[config.mk]
export PLATFORM = sky130hd
export DESIGN_NAME = three_point_weight_mppt
export DESIGN_NICKNAME = d
export VERILOG_FILES = /design/src/rtl/tpw_pkg.sv /design/src/rtl/tpw_core.sv /design/src/rtl/tpw_out_buf.sv /design/src/rtl/three_point_weight_mppt.sv
export SDC_FILE = /design/constraint.sdc
export NUM_CORES = 1
export LEC_CHECK = 0
export BUFFER_PORTS_ARGS = -buffer_cell sky130_fd_sc_hd__clkbuf_2
export CORE_MARGIN = 4
export CORE_UTILIZATION = 36
export DETAILED_ROUTE_END_ITERATION = 7
export HOLD_SLACK_MARGIN = 0.12
export REMOVE_ABC_BUFFERS = 1
export SYNTH_ARGS = -nofsm -noshare
export SYNTH_HDL_FRONTEND = slang
export SYNTH_SLANG_ARGS = --single-unit
[constraint.sdc]
create_clock -name clk -period 18.2 [get_ports clk]
set_clock_uncertainty 0.15 [all_clocks]
set_input_delay 0.91 -clock clk [delete_from_list [all_inputs] [get_ports clk]]
set_output_delay 0.91 -clock clk [all_outputs]
set_load 0.005 [all_outputs]
[src/rtl/tpw_pkg.sv]
// tpw_pkg: shared types and constants for the three-point weight tracker
// no dependencies; imported by every module of the block

package tpw_pkg;

  // widths of the fixed fields
  localparam int unsigned POWER_W = 32;
  localparam int unsigned DUTY_W  = 15;
  localparam int unsigned BITS_W  = 4;
  localparam int unsigned TASK_W  = 2;

  // reset value of the duty resolution register
  localparam logic [BITS_W-1:0] BITS_RESET = 4'd10;
  // smallest resolution that takes effect
  localparam logic [BITS_W-1:0] BITS_MIN   = 4'd2;

  // next task codes
  typedef enum logic [TASK_W-1:0] {
    TASK_SEND  = 2'd0,
    TASK_TRACK = 2'd1,
    TASK_MEAS  = 2'd2
  } task_code_t;

  // one result item
  typedef struct packed {
    logic              duty_write;
    logic [DUTY_W-1:0] duty_value;
    task_code_t        next_task;
    logic              track_done;
  } tpw_result_t;

endpackage

[src/rtl/tpw_core.sv]
// tpw_core: tracker sequencer, duty/power point registers and the step logic
// depends on tpw_pkg; produces one result per accepted request

module tpw_core (
  input  logic                         clk,
  input  logic                         rst_n,
  input  logic                         cfg_wr_en,
  input  logic [tpw_pkg::BITS_W-1:0]   cfg_wr_data,
  input  logic                         req_accept,
  input  logic                         permission,
  input  logic [tpw_pkg::POWER_W-1:0]  measured_power,
  output tpw_pkg::tpw_result_t         result
);
  import tpw_pkg::*;

  typedef enum logic [1:0] {
    ST_SETUP    = 2'd0,
    ST_SET_DUTY = 2'd1,
    ST_CHECK    = 2'd2,
    ST_SELECT   = 2'd3
  } stage_t;

  stage_t              stage_r, stage_nxt;
  logic [BITS_W-1:0]   bits_r;
  logic [DUTY_W-1:0]   duty_r   [3];
  logic [DUTY_W-1:0]   duty_nxt [3];
  logic [POWER_W-1:0]  power_r  [3];
  logic [POWER_W-1:0]  power_nxt[3];
  logic [1:0]          cnt_r, cnt_nxt;

  logic [BITS_W-1:0]   bits_eff;
  logic [DUTY_W-1:0]   half;
  logic [DUTY_W-1:0]   dmax;
  logic [1:0]          idx;
  logic                up, down;
  logic signed [DUTY_W+1:0] ctr, ctr_lo, ctr_hi;

  // clamp a signed duty into [1, dmax]
  function automatic logic [DUTY_W-1:0] clamp_duty(input logic signed [DUTY_W+1:0] d,
                                                   input logic [DUTY_W-1:0] lim);
    logic signed [DUTY_W+1:0] lim_s;
    lim_s = signed'({2'b00, lim});
    if (d >= lim_s) begin
      clamp_duty = lim;
    end else if (d <= 17'sd1) begin
      clamp_duty = DUTY_W'(1);
    end else begin
      clamp_duty = d[DUTY_W-1:0];
    end
  endfunction

  // effective resolution, half scale and maximum duty
  assign bits_eff = (bits_r < BITS_MIN) ? BITS_MIN : bits_r;
  assign half     = DUTY_W'(16'd1 << (bits_eff - BITS_W'(1)));
  assign dmax     = DUTY_W'((16'd1 << bits_eff) - 16'd1);
  assign idx      = (cnt_r == 2'd3) ? 2'd2 : cnt_r;

  // weight signs and the moved centre
  assign up     = (power_r[2] >= power_r[1]) && (power_r[0] < power_r[1]);
  assign down   = (power_r[2] <  power_r[1]) && !(power_r[0] < power_r[1]);
  assign ctr    = signed'({2'b00, duty_r[1]}) + (up ? 17'sd1 : 17'sd0)
                  - (down ? 17'sd1 : 17'sd0);
  assign ctr_lo = ctr - 17'sd1;
  assign ctr_hi = ctr + 17'sd1;

  // step logic
  always_comb begin
    stage_nxt = stage_r;
    cnt_nxt   = cnt_r;
    for (int i = 0; i < 3; i++) begin
      duty_nxt[i]  = duty_r[i];
      power_nxt[i] = power_r[i];
    end
    result.duty_write = 1'b0;
    result.duty_value = '0;
    result.next_task  = TASK_SEND;
    result.track_done = 1'b0;

    unique case (stage_r)
      ST_SETUP: begin
        if (!permission) begin
          result.track_done = 1'b1;
        end else begin
          duty_nxt[1] = half;
          duty_nxt[0] = half - DUTY_W'(1);
          duty_nxt[2] = half + DUTY_W'(1);
          for (int i = 0; i < 3; i++) begin
            power_nxt[i] = '0;
          end
          cnt_nxt          = 2'd0;
          stage_nxt        = ST_SET_DUTY;
          result.next_task = TASK_TRACK;
        end
      end
      ST_SET_DUTY: begin
        result.duty_write = 1'b1;
        result.duty_value = duty_r[idx];
        result.next_task  = TASK_MEAS;
        stage_nxt         = ST_CHECK;
      end
      ST_CHECK: begin
        power_nxt[idx] = measured_power;
        if (idx == 2'd2) begin
          cnt_nxt   = 2'd0;
          stage_nxt = ST_SELECT;
        end else begin
          cnt_nxt   = idx + 2'd1;
          stage_nxt = ST_SET_DUTY;
        end
        result.next_task = TASK_TRACK;
      end
      ST_SELECT: begin
        duty_nxt[0] = clamp_duty(ctr_lo, dmax);
        duty_nxt[1] = clamp_duty(ctr, dmax);
        duty_nxt[2] = clamp_duty(ctr_hi, dmax);
        result.duty_write = 1'b1;
        result.duty_value = duty_nxt[idx];
        result.next_task  = TASK_SEND;
        stage_nxt         = ST_CHECK;
      end
      default: begin
        stage_nxt = ST_SETUP;
      end
    endcase
  end

  // sequencer state and point registers
  always_ff @(posedge clk) begin
    if (!rst_n) begin
      stage_r <= ST_SETUP;
      bits_r  <= BITS_RESET;
      cnt_r   <= 2'd0;
      for (int i = 0; i < 3; i++) begin
        duty_r[i]  <= '0;
        power_r[i] <= '0;
      end
    end else begin
      if (cfg_wr_en) begin
        bits_r <= cfg_wr_data;
      end
      if (req_accept) begin
        stage_r <= stage_nxt;
        cnt_r   <= cnt_nxt;
        for (int i = 0; i < 3; i++) begin
          duty_r[i]  <= duty_nxt[i];
          power_r[i] <= power_nxt[i];
        end
      end
    end
  end

endmodule

[src/rtl/tpw_out_buf.sv]
// tpw_out_buf: two-entry result buffer (output register plus skid register)
// depends on tpw_pkg; stall toward the producer comes from a register

module tpw_out_buf (
  input  logic                  clk,
  input  logic                  rst_n,
  input  logic                  push,
  input  tpw_pkg::tpw_result_t  push_data,
  output logic                  full,
  output logic                  out_valid,
  input  logic                  out_stall,
  output tpw_pkg::tpw_result_t  out_data
);
  import tpw_pkg::*;

  logic        out_v_r, skid_v_r;
  tpw_result_t out_r, skid_r;

  assign full      = skid_v_r;
  assign out_valid = out_v_r;
  assign out_data  = out_r;

  // valid flags
  always_ff @(posedge clk) begin
    if (!rst_n) begin
      out_v_r  <= 1'b0;
      skid_v_r <= 1'b0;
    end else if (!out_v_r || !out_stall) begin
      out_v_r  <= skid_v_r || push;
      skid_v_r <= 1'b0;
    end else if (push) begin
      skid_v_r <= 1'b1;
    end
  end

  // payload
  always_ff @(posedge clk) begin
    if (!out_v_r || !out_stall) begin
      out_r <= skid_v_r ? skid_r : push_data;
    end else if (push) begin
      skid_r <= push_data;
    end
  end

endmodule

[src/rtl/three_point_weight_mppt.sv]
// three-point weight comparison mppt: one tracker step per request
// each result is registered in the output buffer, via the skid register if the output is stalled
// throughput: one request per cycle while in_stall is low; all step logic sits in one register stage
// a two-entry result buffer takes one further request while a result is stalled
// reset (synchronous, rst_n low): setup stage, points and counter zero, resolution 10
module three_point_weight_mppt (
  input  logic                         clk,
  input  logic                         rst_n,
  input  logic                         cfg_wr_en,
  input  logic [tpw_pkg::BITS_W-1:0]   cfg_wr_data,
  input  logic                         in_valid,
  output logic                         in_stall,
  input  logic                         in_permission,
  input  logic [tpw_pkg::POWER_W-1:0]  in_measured_power,
  output logic                         out_valid,
  input  logic                         out_stall,
  output logic                         out_duty_write,
  output logic [tpw_pkg::DUTY_W-1:0]   out_duty_value,
  output logic [tpw_pkg::TASK_W-1:0]   out_next_task,
  output logic                         out_track_done
);
  import tpw_pkg::*;

  logic        req_accept;
  logic        buf_full;
  tpw_result_t step_res, out_res;

  assign in_stall   = buf_full;
  assign req_accept = in_valid && !buf_full;

  // tracker step
  tpw_core u_core (
    .clk            (clk),
    .rst_n          (rst_n),
    .cfg_wr_en      (cfg_wr_en),
    .cfg_wr_data    (cfg_wr_data),
    .req_accept     (req_accept),
    .permission     (in_permission),
    .measured_power (in_measured_power),
    .result         (step_res)
  );

  // result buffering
  tpw_out_buf u_out_buf (
    .clk       (clk),
    .rst_n     (rst_n),
    .push      (req_accept),
    .push_data (step_res),
    .full      (buf_full),
    .out_valid (out_valid),
    .out_stall (out_stall),
    .out_data  (out_res)
  );

  assign out_duty_write = out_res.duty_write;
  assign out_duty_value = out_res.duty_value;
  assign out_next_task  = out_res.next_task;
  assign out_track_done = out_res.track_done;

endmodule

==> results.md, run 1 <==
* DP HPWL at 35.21 mm
* Hold_buf cts at 0
* Nets@finish at 1875
* DR vias/cell at roughly 5.9
* Initial Util at 36.43%
* Most common cell on crit path: a21o_1
* Via count at ~13000
* Count of final setup violators at 0
* DRT antenna net count at 0
* GR Util met2 at about 33%
* Die width at 211.3 µm
* CP Data Arrival Time at 9630 ps
* Final setup margin at slightly below 9000 ps
* Worst EP required at between 15000 and 20000 ps
* Die area at about 0.045 mm²
* Initial DRC count at roughly 1200
* Seq/Total Area, Yosys at about 37%
* Worst-path maximum fanout at 16
* WS Path Type: flip-flop to flip-flop
* RSZ-0062 raised after global routing: no
* Leak at roughly 6.4 nW
* Sw frac at 36.88%
* Worst Setup SP: u_core.power_r[0][33]$_SDFFCE_PN0P_
* Comb pwr share at between 30% and 40%
* CP peak stage delay at between 600 and 700 ps
* Cell variety after synth at slightly above 90
* DR pass1 iterations at 6
* Final Cycle Share at between 50% and 60%
* First-pass GRT wire length at ~76 mm
* Flop2flop setup slack at 8640 ps
* FFs w/ async S/R, synth at 0%
* Grt met1 use at a little under a third
* Clock share of power at roughly 29%
* Int Power at 0.9343 mW
* Post-CTS Resized at 0
* Largest net degree at the start of global routing at 97
* VDD IR max at roughly 0.058 mV
* Initial antenna violation count at 1
* #FFs+latches synth at ~190
* Remaining global-route overflow at 0
* Overall die height at approximately 210 µm
* Wirelength per Cell at about 22 µm
* Power per Cell Area at 90.30 mW/mm²
* Post-DP Area at approximately 0.016 mm²
* Min-delay src: u_out_buf.skid_r[2]$_DFFE_PP_
* CTS tree: yes
* Routed WL at between 40 and 50 mm
* Clk sinks at 189
* Sw Pwr at 0.5460 mW
* Clock latency on the worst-skew pair at between 400 and 500 ps
* Cell Count, Final, Fillers Out at ~2200
* CP endpoint kind: flip-flop
* Mean Syn Cell Area at 8.896 µm²
* # fillers at 4069
* Area growth from synthesis to layout at 10.20%
* EDFF count, synth at between 150 and 200
* Grt peak-use layer: met2
* Post-route minimum period at ~9600 ps
* Critical Path Source Type: flip-flop
* Setup bufs post-CTS at 0
* Fmax at approximately 0.10 GHz
* Fin. max-slew vios at 0
* Worst Max-Slew Pin Slew at 1149 ps
* Synth warn at 0
* Outcome: complete, no violations
* Layout cells sized above 1 at between 10% and 20%
* Fin area at ~0.016 mm²
* GRT Overall Usage at a little over a fifth
* Total core area at 0.04083 mm²
* DR DRC count at 0
* Max cap viols at 0
* Hold Path Class: flip-flop to flip-flop
* Relative slew slack at a little under a quarter
* Cell Area, Synth at 0.01487 mm²
* # IOs at 63
* Cell total after placement at 2203
* Total negative slack at 0 ps
* Fin. Hold Viols at 0
* H-tree Lvls at 4
* Hold Worst Slack at roughly 380 ps
* ANT cells at 0
* Vias in the first global route at between 10000 and 15000
* Flop pwr share at a little over a third
* Area of the multi-input gates at roughly 0.0086 mm²
* Fin util at 40.15%
* Final RePlAce weighted congestion at 0.9493
* Rows at between 70 and 80
* Post-Syn Instances at around 1700
* CTS buffer count at 17
* Setup WS pre-CTS at 8859 ps
* Synth Flop Type: edfxtp_1
* Worst-path clk slew at approximately 70 ps
* I/O Buffers at 62
* Deepest clock path buffer count at 2
* GR Util met3 at between 3 and 4%
* CP max-delay cell: fa_1
* Reg2Reg Launch Point: u_core.power_r[0][33]$_SDFFCE_PN0P_
* Pwr Total at 1.480 mW
* Register area at 0.005579 mm²
* Clock root cell: clkbuf_16
-- registers in the layout (all words and copies together) (netlist names) --
signal and cells:
u_core.power_r 96, u_core.duty_r 45, u_out_buf.out_data 19, u_out_buf.skid_r 19, u_core.bits_r 4, u_core.cnt_r 2, u_core.stage_r 2, u_out_buf.full 1
u_out_buf.out_valid 1
-- worst max-delay path, delay by kind of cell, from the launching register on --
kind	cells	cell delay (ps)
flops	1	390
xor+xnor	1	210
simple gates	10	2700
compound gates	15	3160
fa+ha+maj	6	1920
mux	1	350
buf+inv	4	430
-- final cells by class --
type / count / share of cell area (%)
clock inverters: 10 / 1.153
clock buffers: 22 / 2.832
well taps: 532 / 4.061
flip-flops and latches: 189 / 34.04
inverters: 101 / 2.313
multi-input cells: 1290 / 52.39
repair buffers: 91 / 3.221
-- path summary, 6_finish.rpt --
kind              cells past startpoint                               end
setup reg to reg                     37  u_out_buf.out_data[13]$_DFFE_PP_
hold / removal                        1   u_out_buf.out_data[2]$_DFFE_PP_
hold reg to reg                       1   u_out_buf.out_data[2]$_DFFE_PP_
setup / recovery                     37  u_out_buf.out_data[13]$_DFFE_PP_
-- metal layers --
layer  routed length (µm)  up-vias
met5                   13        -
met4                 1577        2
met3                 3415       93
met2                22010      542
met1                22340     6412
li1                     -     6192
-- layout by cell type (no fill, tap or decap), drive strengths merged, types with 7 or more instances in the layout --
cell type  instances
nand2            238
edfxtp           179
a21oi            170
ha               142
nor2             136
inv               97
o21ai             84
clkbuf            84
mux2i             58
nand3             37
xnor2             30
buf               29
a21o              27
nand4             26
nand2b            24
nor3              24
nor2b             19
o22ai             19
or3               18
a211oi            17
o211ai            15
nor4              15
a22oi             13
o21a              12
o221ai            12
mux2              11
and2              10
dfxtp             10
and3               9
o22a               9
xor2               9
o31ai              9
a21boi             8
clkinv             8
a2111oi            7
-- cell usage after synthesis (9+ instances only) --
cell type | instances | area share (%)
nand4_1 | 25 | 1.1
mux2_2 | 11 | 0.83
xnor2_1 | 30 | 1.8
nor2_1 | 135 | 3.4
nand2b_1 | 24 | 1.0
a21o_1 | 27 | 1.4
o22ai_1 | 18 | 0.76
or3_1 | 18 | 0.76
a22oi_1 | 13 | 0.66
inv_1 | 93 | 2.3
nor2b_1 | 19 | 0.80
mux2i_1 | 58 | 3.9
o22a_1 | 9 | 0.53
clkbuf_1 | 63 | 1.6
o21a_1 | 12 | 0.61
buf_2 | 12 | 0.40
and3_1 | 9 | 0.38
nand2_1 | 238 | 6.0
nor3_1 | 22 | 0.74
o221ai_1 | 12 | 0.71
nand3_1 | 36 | 1.2
ha_1 | 142 | 12
o211ai_1 | 15 | 0.76
nor4_1 | 13 | 0.55
a211oi_1 | 15 | 0.76
o21ai_0 | 76 | 2.6
buf_1 | 15 | 0.38
and2_1 | 9 | 0.38
edfxtp_1 | 179 | 36
a21oi_1 | 169 | 5.7
dfxtp_1 | 10 | 1.3
-- logic make-up after synthesis --
| group | share of synthesized area [%] |
|---|---|
| mux | 4.736 |
| fa+ha+maj | 12.08 |
| xor+xnor | 2.347 |
| flops | 37.48 |
| compound gates | 20.42 |
| simple gates | 17.88 |
| buf+inv | 5.047 |
-- power groups by stage --
stage / clock (mW) / combinational (mW) / sequential (mW)
after floorplan: 0 / 0.344 / 0.529
after global placement: 0 / 0.516 / 0.533
after detailed placement: 0 / 0.518 / 0.533
after CTS: 0.431 / 0.522 / 0.524
after global routing: 0.449 / 0.580 / 0.527
final: 0.424 / 0.532 / 0.524
Note: power is estimated with default switching activity, not from simulation.
==> inputs of run 2 (changes only) <==
Clock period 18.2 ns to 9.7 ns, I/O delays scaled along.
==> results.md, run 2 (synthesis results as in run 1) <==
* Worst-path clk slew at ~70 ps
* CTS tree: yes
* Fin. Hold Viols at 0
* Sw frac at a little under two fifths
* # IOs at between 60 and 70
* Relative slew slack at 19.34%
* Initial DRC count at approximately 1700
* Max reg flops at between 90 and 100
* H-tree Lvls at 4
* Vias in the first global route at between 10000 and 15000
* DP HPWL at ~36 mm
* Largest Register: u_core.power_r
* Critical Path Source Type: flip-flop
* Comb pwr share at a little under two fifths
* Most frequent cells in the layout: nand2_1 (236), edfxtp_1 (179), a21oi_1 (169)
* Total core area at between 0.04 and 0.05 mm²
* Final Cycle Share at 94.51%
* Clock share of power at roughly a quarter
* Deepest clock path buffer count at 2
* First-pass GRT wire length at roughly 76 mm
* Most common cell on crit path: a21o_1
* Reg2reg path depth at 40
* Final RePlAce weighted congestion at around 0.96
* Wirelength per Cell at 22.14 µm
* ANT cells at 0
* DR DRC count at 0
* Die area at around 0.045 mm²
* Leak at approximately 6.5 nW
* Nets@finish at around 1900
* Total negative slack at 0 ps
* CP endpoint kind: flip-flop
* Worst Max-Slew Pin Slew at 1207 ps
* Routed WL at 49.79 mm
* Worst EP required at 9720 ps
* CP Data Arrival Time at approximately 9200 ps
* Fin. max-slew vios at 0
* Area growth from synthesis to layout at 10.78%
* Flop pwr share at a little over a third
* Clock root cell: clkbuf_16
* RSZ-0062 raised after global routing: no
* Fmax at between 0.1 and 0.15 GHz
* Sw Pwr at 1.047 mW
* Hold Path Class: input pin to flip-flop
* DR pass1 iterations at 6
* Via count at around 13000
* WS Path Type: flip-flop to flip-flop
* Initial antenna violation count at 0
* CP peak stage delay at 730 ps
* Clk sinks at 189
* CP max-delay cell: a21oi_1
* Overall die height at between 200 and 250 µm
* Most common cell after layout, fill and taps aside: nand2_1
* VDD IR max at about 0.13 mV
* Int Power at roughly 1.7 mW
* Count of final setup violators at 0
* Max cap viols at 0
* Pwr Total at between 2 and 3 mW
* Clock latency on the worst-skew pair at about 450 ps
* I/O Buffers at 62
* Post-route minimum period at 9168 ps
* Initial Util at approximately 36%
* Layout cells sized above 1 at 11.01%
* Final setup margin at 532.4 ps
* DR vias/cell at just under 6
* CTS buffer count at 17
* Worst-path maximum fanout at 13
* Die width at between 200 and 250 µm
* Min-Delay Path Depth at 3
* Largest net degree at the start of global routing at 97
* Remaining global-route overflow at 0
* Rows at 74
* DRT antenna net count at 0
* Outcome: complete, no violations
* Setup WS pre-CTS at 560.4 ps
* Top Registers: u_core.power_r x96, u_core.duty_r x45
* Power per Cell Area at roughly 170 mW/mm²
* GRT Overall Usage at between 20% and 30%
## run 2: changes by cell type in the layout (fill, tap and decap cells not counted), sizes merged
cell | before | now
buf | 29 | 41
bufinv | 5 | 2
clkinvlp | 1 | 4
dlygate4sd3 | 0 | 2
clkinv | 8 | 9
inv | 97 | 96
## run 2: worst max-delay path: cells and delay by family, from the launching register on
kind,cells,cell delay [ps]
compound gates,18,3550
xor+xnor,2,650
fa+ha+maj,5,1430
buf+inv,9,1360
flops,1,390
simple gates,6,1360
## run 2: path summary, 6_finish.rpt
path                                       start                         endpoint  slack [ps]
max          u_core.power_r[0][33]$_SDFFCE_PN0P_  u_out_buf.out_data[4]$_DFFE_PP_         530
min                               cfg_wr_data[0]    u_core.bits_r[0]$_SDFFE_PN0P_         140
max reg2reg  u_core.power_r[0][33]$_SDFFCE_PN0P_  u_out_buf.out_data[4]$_DFFE_PP_         530
min reg2reg        u_out_buf.skid_r[2]$_DFFE_PP_  u_out_buf.out_data[2]$_DFFE_PP_         390
## run 2: what timing repair did
action                                  in CTS  in global routing
hold buffers                                 2                  0
endpoints found under the hold margin        2                  0
buffers inserted                             0                  0
gates resized for setup                      0                  5
endpoints found under the setup margin       0                 29
## run 2: cell type report
class	instances	area, µm²
fillers	4085	24350
well taps	532	665.6
repair buffers	105	638.1
inverters	101	379.1
clock buffers	22	484.2
flip-flops and latches	189	5579
multi-input cells	1290	8618
clock inverters	10	112.6
## run 2: metal layers
| metal | wire length [µm] | vias to the layer above | track usage [%] | part of all wire [%] |
|---|---|---|---|---|
| li1 | - | 6203 | - | - |
| met1 | 22400 | 6454 | 31.62 | 45 |
| met2 | 21870 | 590 | 32.99 | 44 |
| met3 | 3911 | 93 | 3.624 | 7.9 |
| met4 | 1611 | 0 | 7.266 | 3.2 |
| met5 | 0 | - | 0 | 0 |
## run 2: through the flow
stage / util [%] / hold slack [ps] / std cells / instance area [µm²]
after floorplan: - / 349.3 / 1580 / 14500
after global placement: 38.77 / 366.0 / 2215 / 15830
after detailed placement: 38.77 / 365.3 / 2215 / 15830
after CTS: 40.28 / 125.0 / 2249 / 16450
after global routing: 40.35 / 166.8 / 2249 / 16480
final: 40.35 / 141.2 / 2249 / 16480
## run 2: power by group through the flow
| stage | sequential, mW | combinational (mW) | clock [mW] |
|---|---|---|---|
| 6_report | 0.986 | 1.04 | 0.732 |
| 3_3_place_gp | 1.00 | 1.00 | 0 |
| 4_1_cts | 0.984 | 1.01 | 0.739 |
| 2_1_floorplan | 0.992 | 0.646 | 0 |
| 5_1_grt | 0.990 | 1.12 | 0.773 |
| 3_5_place_dp | 1.00 | 1.00 | 0 |
